**src/sv/mfd_pkg.sv**
```systemverilog
// shared constants, action codes and controller/datapath interface types
`default_nettype none
package mfd_pkg;

  localparam int COLUMNS     = 128;
  localparam int PAGES       = 8;
  localparam int ROWS        = PAGES * 8;
  localparam int STORE_BYTES = COLUMNS * PAGES;
  localparam int ADDR_W      = $clog2(STORE_BYTES);

  typedef enum logic [2:0] {
    ACT_PLOT     = 3'd0,
    ACT_RECT     = 3'd1,
    ACT_FILL     = 3'd2,
    ACT_FILL_ALL = 3'd3,
    ACT_READ     = 3'd4
  } action_t;

  typedef struct packed {
    logic load;
    logic rd_pix;
    logic wr_pix;
    logic rd_byte;
    logic sweep_wr;
    logic sweep_zero;
    logic load_out;
  } dp_cmd_t;

  typedef struct packed {
    action_t act_new;
    logic    start_empty;
    logic    walk_last;
    logic    sweep_last;
  } dp_sts_t;

endpackage
`default_nettype wire

```
**src/sv/mfd_ctrl.sv**
```systemverilog
// controller state machine: clear pass, pixel read-modify-write, sweeps, result handoff
`default_nettype none
module mfd_ctrl (
  input  logic             clk,
  input  logic             rst_n,
  input  logic             in_valid,
  output logic             in_stall,
  output logic             out_valid,
  input  logic             out_stall,
  input  mfd_pkg::dp_sts_t sts,
  output mfd_pkg::dp_cmd_t cmd
);
  import mfd_pkg::*;

  typedef enum logic [6:0] {
    S_CLEAR = 7'b0000001,
    S_IDLE  = 7'b0000010,
    S_PRD   = 7'b0000100,
    S_PWR   = 7'b0001000,
    S_FILL  = 7'b0010000,
    S_RBYTE = 7'b0100000,
    S_DONE  = 7'b1000000
  } state_t;

  state_t state_r, state_nxt;
  logic   out_valid_r, out_valid_nxt;
  logic   accept, slot_free;

  assign in_stall  = (state_r != S_IDLE);
  assign accept    = in_valid && !in_stall;
  assign slot_free = !out_valid_r || !out_stall;

  always_comb begin
    state_nxt      = state_r;
    cmd            = '0;
    cmd.load       = accept;
    case (state_r)
      S_CLEAR: begin
        cmd.sweep_wr   = 1'b1;
        cmd.sweep_zero = 1'b1;
        if (sts.sweep_last) begin
          state_nxt = S_IDLE;
        end
      end
      S_IDLE: begin
        if (accept) begin
          case (sts.act_new)
            ACT_PLOT:     state_nxt = S_PRD;
            ACT_RECT,
            ACT_FILL:     state_nxt = sts.start_empty ? S_DONE : S_PRD;
            ACT_FILL_ALL: state_nxt = S_FILL;
            ACT_READ:     state_nxt = S_RBYTE;
            default:      state_nxt = S_DONE;
          endcase
        end
      end
      S_PRD: begin
        cmd.rd_pix = 1'b1;
        state_nxt  = S_PWR;
      end
      S_PWR: begin
        cmd.wr_pix = 1'b1;
        state_nxt  = sts.walk_last ? S_DONE : S_PRD;
      end
      S_FILL: begin
        cmd.sweep_wr = 1'b1;
        if (sts.sweep_last) begin
          state_nxt = S_DONE;
        end
      end
      S_RBYTE: begin
        cmd.rd_byte = 1'b1;
        state_nxt   = S_DONE;
      end
      S_DONE: begin
        if (slot_free) begin
          cmd.load_out = 1'b1;
          state_nxt    = S_IDLE;
        end
      end
      default: begin
        state_nxt = S_CLEAR;
      end
    endcase
  end

  assign out_valid_nxt = cmd.load_out ? 1'b1 : (out_valid_r && out_stall);

  always_ff @(posedge clk) begin
    if (!rst_n) begin
      state_r     <= S_CLEAR;
      out_valid_r <= 1'b0;
    end else begin
      state_r     <= state_nxt;
      out_valid_r <= out_valid_nxt;
    end
  end

  assign out_valid = out_valid_r;

  a_write_after_read: assert property (@(posedge clk) disable iff (!rst_n)
    state_r == S_PWR |-> $past(state_r) == S_PRD)
    else $error("pixel write without preceding read");

  a_clear_blocks_input: assert property (@(posedge clk) disable iff (!rst_n)
    state_r == S_CLEAR |-> in_stall && !out_valid_r)
    else $error("activity during clear pass");

  a_result_posted: assert property (@(posedge clk) disable iff (!rst_n)
    cmd.load_out |=> out_valid_r && state_r == S_IDLE)
    else $error("result not posted");

endmodule
`default_nettype wire

```
**config.mk**
```make
export PLATFORM = sky130hd
export DESIGN_NAME = mfd_ctrl
export DESIGN_NICKNAME = d
export VERILOG_FILES = /design/src/sv/mfd_pkg.sv /design/src/sv/mfd_ctrl.sv
export SDC_FILE = /design/constraint.sdc
export NUM_CORES = 1
export LEC_CHECK = 0
export ABC_AREA = 1
export BUFFER_PORTS_ARGS = -buffer_cell sky130_fd_sc_hd__buf_4
export CORE_MARGIN = 2
export CORE_UTILIZATION = 41
export CTS_CLUSTER_DIAMETER = 120
export DETAILED_ROUTE_END_ITERATION = 10
export PLACE_DENSITY = 0.68
export SYNTH_ARGS = -nofsm -noshare
export SYNTH_HDL_FRONTEND = slang
export SYNTH_SLANG_ARGS = --single-unit
```
**constraint.sdc**
```tcl
create_clock -name clk -period 2.4 [get_ports clk]
set_input_delay 0.24 -clock clk [delete_from_list [all_inputs] [get_ports clk]]
set_output_delay 0.24 -clock clk [all_outputs]
set_load 0.03 [all_outputs]
```
# --- Word-level counts from Yosys, hierarchy flattened ---
# Cells that the tools add are included.
word_totals:
  register_bits: 8
  input_bits: 10
  output_inout_bits: 9
  word_cells: 44
classes:
  eq_ne: 16
  muxes: 16
  reduce_logical: 10
op_table:
  columns: ["op", "n"]
  rows:
  - ["7-bit one-hot mux with 7 select lines", 1]
  - ["7-bit two-way mux", 6]
  - ["7-bit one-hot mux with 4 select lines", 1]
  - ["1-bit two-way mux", 8]
  - ["2-bit != test (second input constant)", 4]
  - ["7-bit by 1-bit == test with 1-bit output (second input constant)", 1]
  - ["7-bit by 2-bit == test with 1-bit output (second input constant)", 1]
  - ["7-bit by 3-bit == test with 1-bit output (second input constant)", 1]
  - ["7-bit by 4-bit == test with 1-bit output (second input constant)", 1]
  - ["7-bit by 5-bit == test with 1-bit output (second input constant)", 1]
  - ["7-bit by 6-bit == test with 1-bit output (second input constant)", 1]
  - ["7-bit == test (second input constant)", 1]
  - ["7-bit by 2-bit != test with 1-bit output (second input constant)", 1]
  - ["3-bit by 2-bit == test with 1-bit output (second input constant)", 2]
  - ["4-bit AND reduction", 1]
  - ["2-bit OR reduction", 2]
  - ["3-bit by 1-bit == test with 1-bit output (second input constant)", 1]
  - ["3-bit == test (second input constant)", 1]
  - ["1-bit zero test", 3]
  - ["3-bit zero test", 1]
  - ["1-bit logical AND", 2]
  - ["1-bit logical OR", 1]

# --- Logic depth before layout (Yosys ltp) ---
logic_depth:
  ltp_word: 5
  ltp_mapped: 9
  ltp_nobuf: 9

# --- Least setup slack after synthesis ---
# Ideal clock, no wire load.
synth_timing:
  path_type: "reg2reg"
  start: "reg state_r[2]"
  end: "reg state_r[0]"
  setup_ps: 120
  arrival_time_ps: 1391
  required_ps: 2280
  slack_ps: 889
  path_stages_with_launch: 6
  n_path_buf: 0
  synth_period_minus_slack_ps: 1511
  cell_sequence: "dfxtp_1 > inv_1 > nor4_2 > inv_1 > nand3_1 > nand3_1"
synth_between:
  elab_chain_len: 5
  elab_cells_between_ends: 16
  classes_between: "eq/ne: 12; mux: 1; reduce/logical: 3"
synth_rtl:
  columns: ["element", "line_no", "source"]
  rows:
  - ["start, declared", "mfd_ctrl.sv:25", "state_t state_r, state_nxt;"]
  - ["start signal, assigned", "mfd_ctrl.sv:94", "state_r <= state_nxt;"]
  - ["7-bit by 2-bit != test with 1-bit output", "mfd_ctrl.sv:29", "assign in_stall = (state_r != S_IDLE);"]
  - ["1-bit zero test", "mfd_ctrl.sv:30", "assign accept = in_valid && !in_stall;"]
  - ["1-bit logical AND", "mfd_ctrl.sv:30", null]
  - ["2-bit != test (no line)", null, null]
  - ["4-bit AND reduction (no line)", null, null]
# Parallel ways exist; a longest one is shown, timed or not.
# A chain may end at the register's enable or synchronous reset.

==> flow_metrics.tcl <==
set metrics [dict create \
    setup.worst_path.start_class "flop" \
    yosysWarnings 0 \
    syn-cell-area_sq_um 595.6 \
    clkLatencyLatePin_ps 250 \
    start_util 0.4465 \
    seq_area_sq_um 160.2 \
    slew_headroom 0.8132 \
    grt-ovfl-total 0 \
    port_buffers 18 \
    cts_resized 0 \
    die_area_sq_um 1774 \
    synth_area_leaders "dfxtp_1 (27%), nand2_1 (13%), nor2_1 (10%)" \
    yosysTopAreaCellShare 0.2689 \
    outcome "completed" \
    syn_inst 97 \
    synthesis.nets 107 \
    syn_avg_cell_area_sq_um 6.140 \
    synth_seq_cells 8 \
    max-cap-violations 0 \
    r2r_slack_ps 1150 \
    hold_buffers 0 \
    hpwlAfterDp_um 1078 \
    drt_wl_total_um 1225 \
    numCtsBuffers 3 \
    r2r_start "state_r[5]$_SDFFE_PN0P_" \
    whs_path_depth 2 \
    grt_max_degree 7 \
    postCtsSetupRepairBufs 0 \
    setup_viol 0 \
    synth_top_area_cell "dfxtp_1" \
    drc 0 \
    ys_types 16 \
    grtUsageTotal 0.1543 \
    cp.arrival_ps 1360 \
    drt_iter0_markers 6 \
    worstPathRequired_ps 2160 \
    min_to "state_r[0]$_SDFFE_PN1P_" \
    fin_tns_setup_ps 0 \
    row_count 13 \
    synthFlopType "dfxtp_1" \
    antenna_found_initial 0 \
    grt_first_pass_wirelength_um 2076 \
    synth_edf_count 0 \
    irDropWorstVdd_mv 0.5016 \
    syn_to_final_growth_pct 28.36 \
    hp-start "rst_n" \
    path_max_fanout 5 \
    instances_no_fill 132 \
    worst_pin_slew_ps 277.9 \
    nNetsFinal 129 \
    post_drt_wl_per_cell_um 9.280 \
    max_freq_mhz 626.0 \
    async_reset_ff_frac 0 \
    ys_seq_area_frac 0.2689 \
    clk_path_buf_depth 2 \
    cts_sinks 8 \
    yosysMostFrequentCell "nand2_1" \
    n_antenna_cell 0 \
    dp.cells 129 \
    die_y_um 42.12 \
    cts_tree "built" \
    cp-startpoint "state_r[5]$_SDFFE_PN0P_" \
    coreArea_sq_um 1334 \
    p_leak_nw 0.3964 \
    grt_pass1_vias 548 \
    rsz0062_at_grt "no" \
    multi_input_area_sq_um 364.1 \
    crit_type "reg2out" \
    via_per_inst 4.765 \
    first_pass_iters 4 \
    rr_worst_depth 8 \
    fp.dieW_um 42.12 \
    slew_violations 0 \
    fin_worst_skew_ps 1.605 \
    pwr_density_cell_nw_per_um2 942.9 \
    hold_viol_final 0 \
    io_pins 19 \
    synth_common_cells "nand2_1 (20), nor2_1 (16), inv_1 (11)" \
    clk_pin_slew_worst_paths_ps 50 \
    antenna_left 0 \
    gp_congestion 0.8032 \
    cp-end-kind "output port" \
    worstHoldPathType "in2reg" \
    via_count 629 \
    fillers 144 \
    period_minus_slack_ps 1597 \
    ctsHtreeMaxLevel 1 \
    drive_above_1_share 0.3846 \
    clockRootBuffer "clkbuf_4" \
    fin_crit_sh 0.6656 \
    r2r-end "state_r[4]$_SDFFE_PN0P_" \
]
-- where the power goes --
group | internal (mW) | switching (mW)
Clock | 0.0570 | 0.0436
Combinational | 0.149 | 0.286
Sequential | 0.158 | 0.0272
-- kinds of logic after synthesis --
kind of cell,Yosys count,share of synthesized area
compound gates,6,0.05041
buf+inv,18,0.1198
flops,8,0.2689
simple gates,65,0.5609
-- how the worst max path moves through the flow --
stage	to	cells after the start
after detailed placement	cmd[2]	6
after global placement	cmd[2]	6
after floorplan	state_r[0]$_SDFFE_PN1P_	5
after CTS	cmd[2]	6
after global routing	cmd[6]	7
final	cmd[2]	6
-- cell type report --
cell class | instances | area share
clock buffers | 3 | 0.02946
inverters | 17 | 0.08347
multi-input cells | 71 | 0.4763
flip-flops and latches | 8 | 0.2095
well taps | 15 | 0.02455
repair buffers | 18 | 0.1768
-- critical path, cell delays in order, from the launching register on --
cell and delay, ps:
dfxtp_1 330, inv_2 80, nand2_1 60, nor2_2 220
nand2_1 140, o21ai_0 90, buf_4 180
-- cells in the final DEF, fill, tap and decap left out --
master	count
nor2_1	16
nor2_4	2
inv_2	6
nand3_1	10
a21oi_1	3
nor3_1	1
o21ai_0	3
nand3_2	4
inv_1	11
nand2_2	5
dfxtp_1	8
buf_4	18
nand2_1	20
nor2_2	5
or2_2	1
clkbuf_4	3
nor4_2	1
-- per-layer routing --
| metal | vias up | GRT usage | wire (um) |
|---|---|---|---|
| li1 | 340 | - | - |
| met1 | 268 | 0.1762 | 571 |
| met2 | 16 | 0.2563 | 551 |
| met3 | 5 | 0.01293 | 57 |
| met4 | 0 | 0.1313 | 44 |
| met5 | - | 0 | 0 |
-- sequential cells by signal (all words and copies together) (netlist names) --
signal and count:
state_r 7, out_valid 1
-- through the flow --
stage          hold WS [ps]  area, sq um    util  setup WS (ps)  power, mW
4_1_cts               191.7        764.5  0.5732          807.1     0.7246
6_report              196.3        764.5  0.5732          802.6     0.7208
3_5_place_dp          457.3        742.0  0.5563           1081     0.6238
2_1_floorplan         324.2        595.6       -          889.1     0.5067
3_3_place_gp          458.9        742.0  0.5563           1081     0.6224
5_1_grt               200.5        764.5  0.5732          634.7     0.7826
Power figures use the tool's default switching activity.
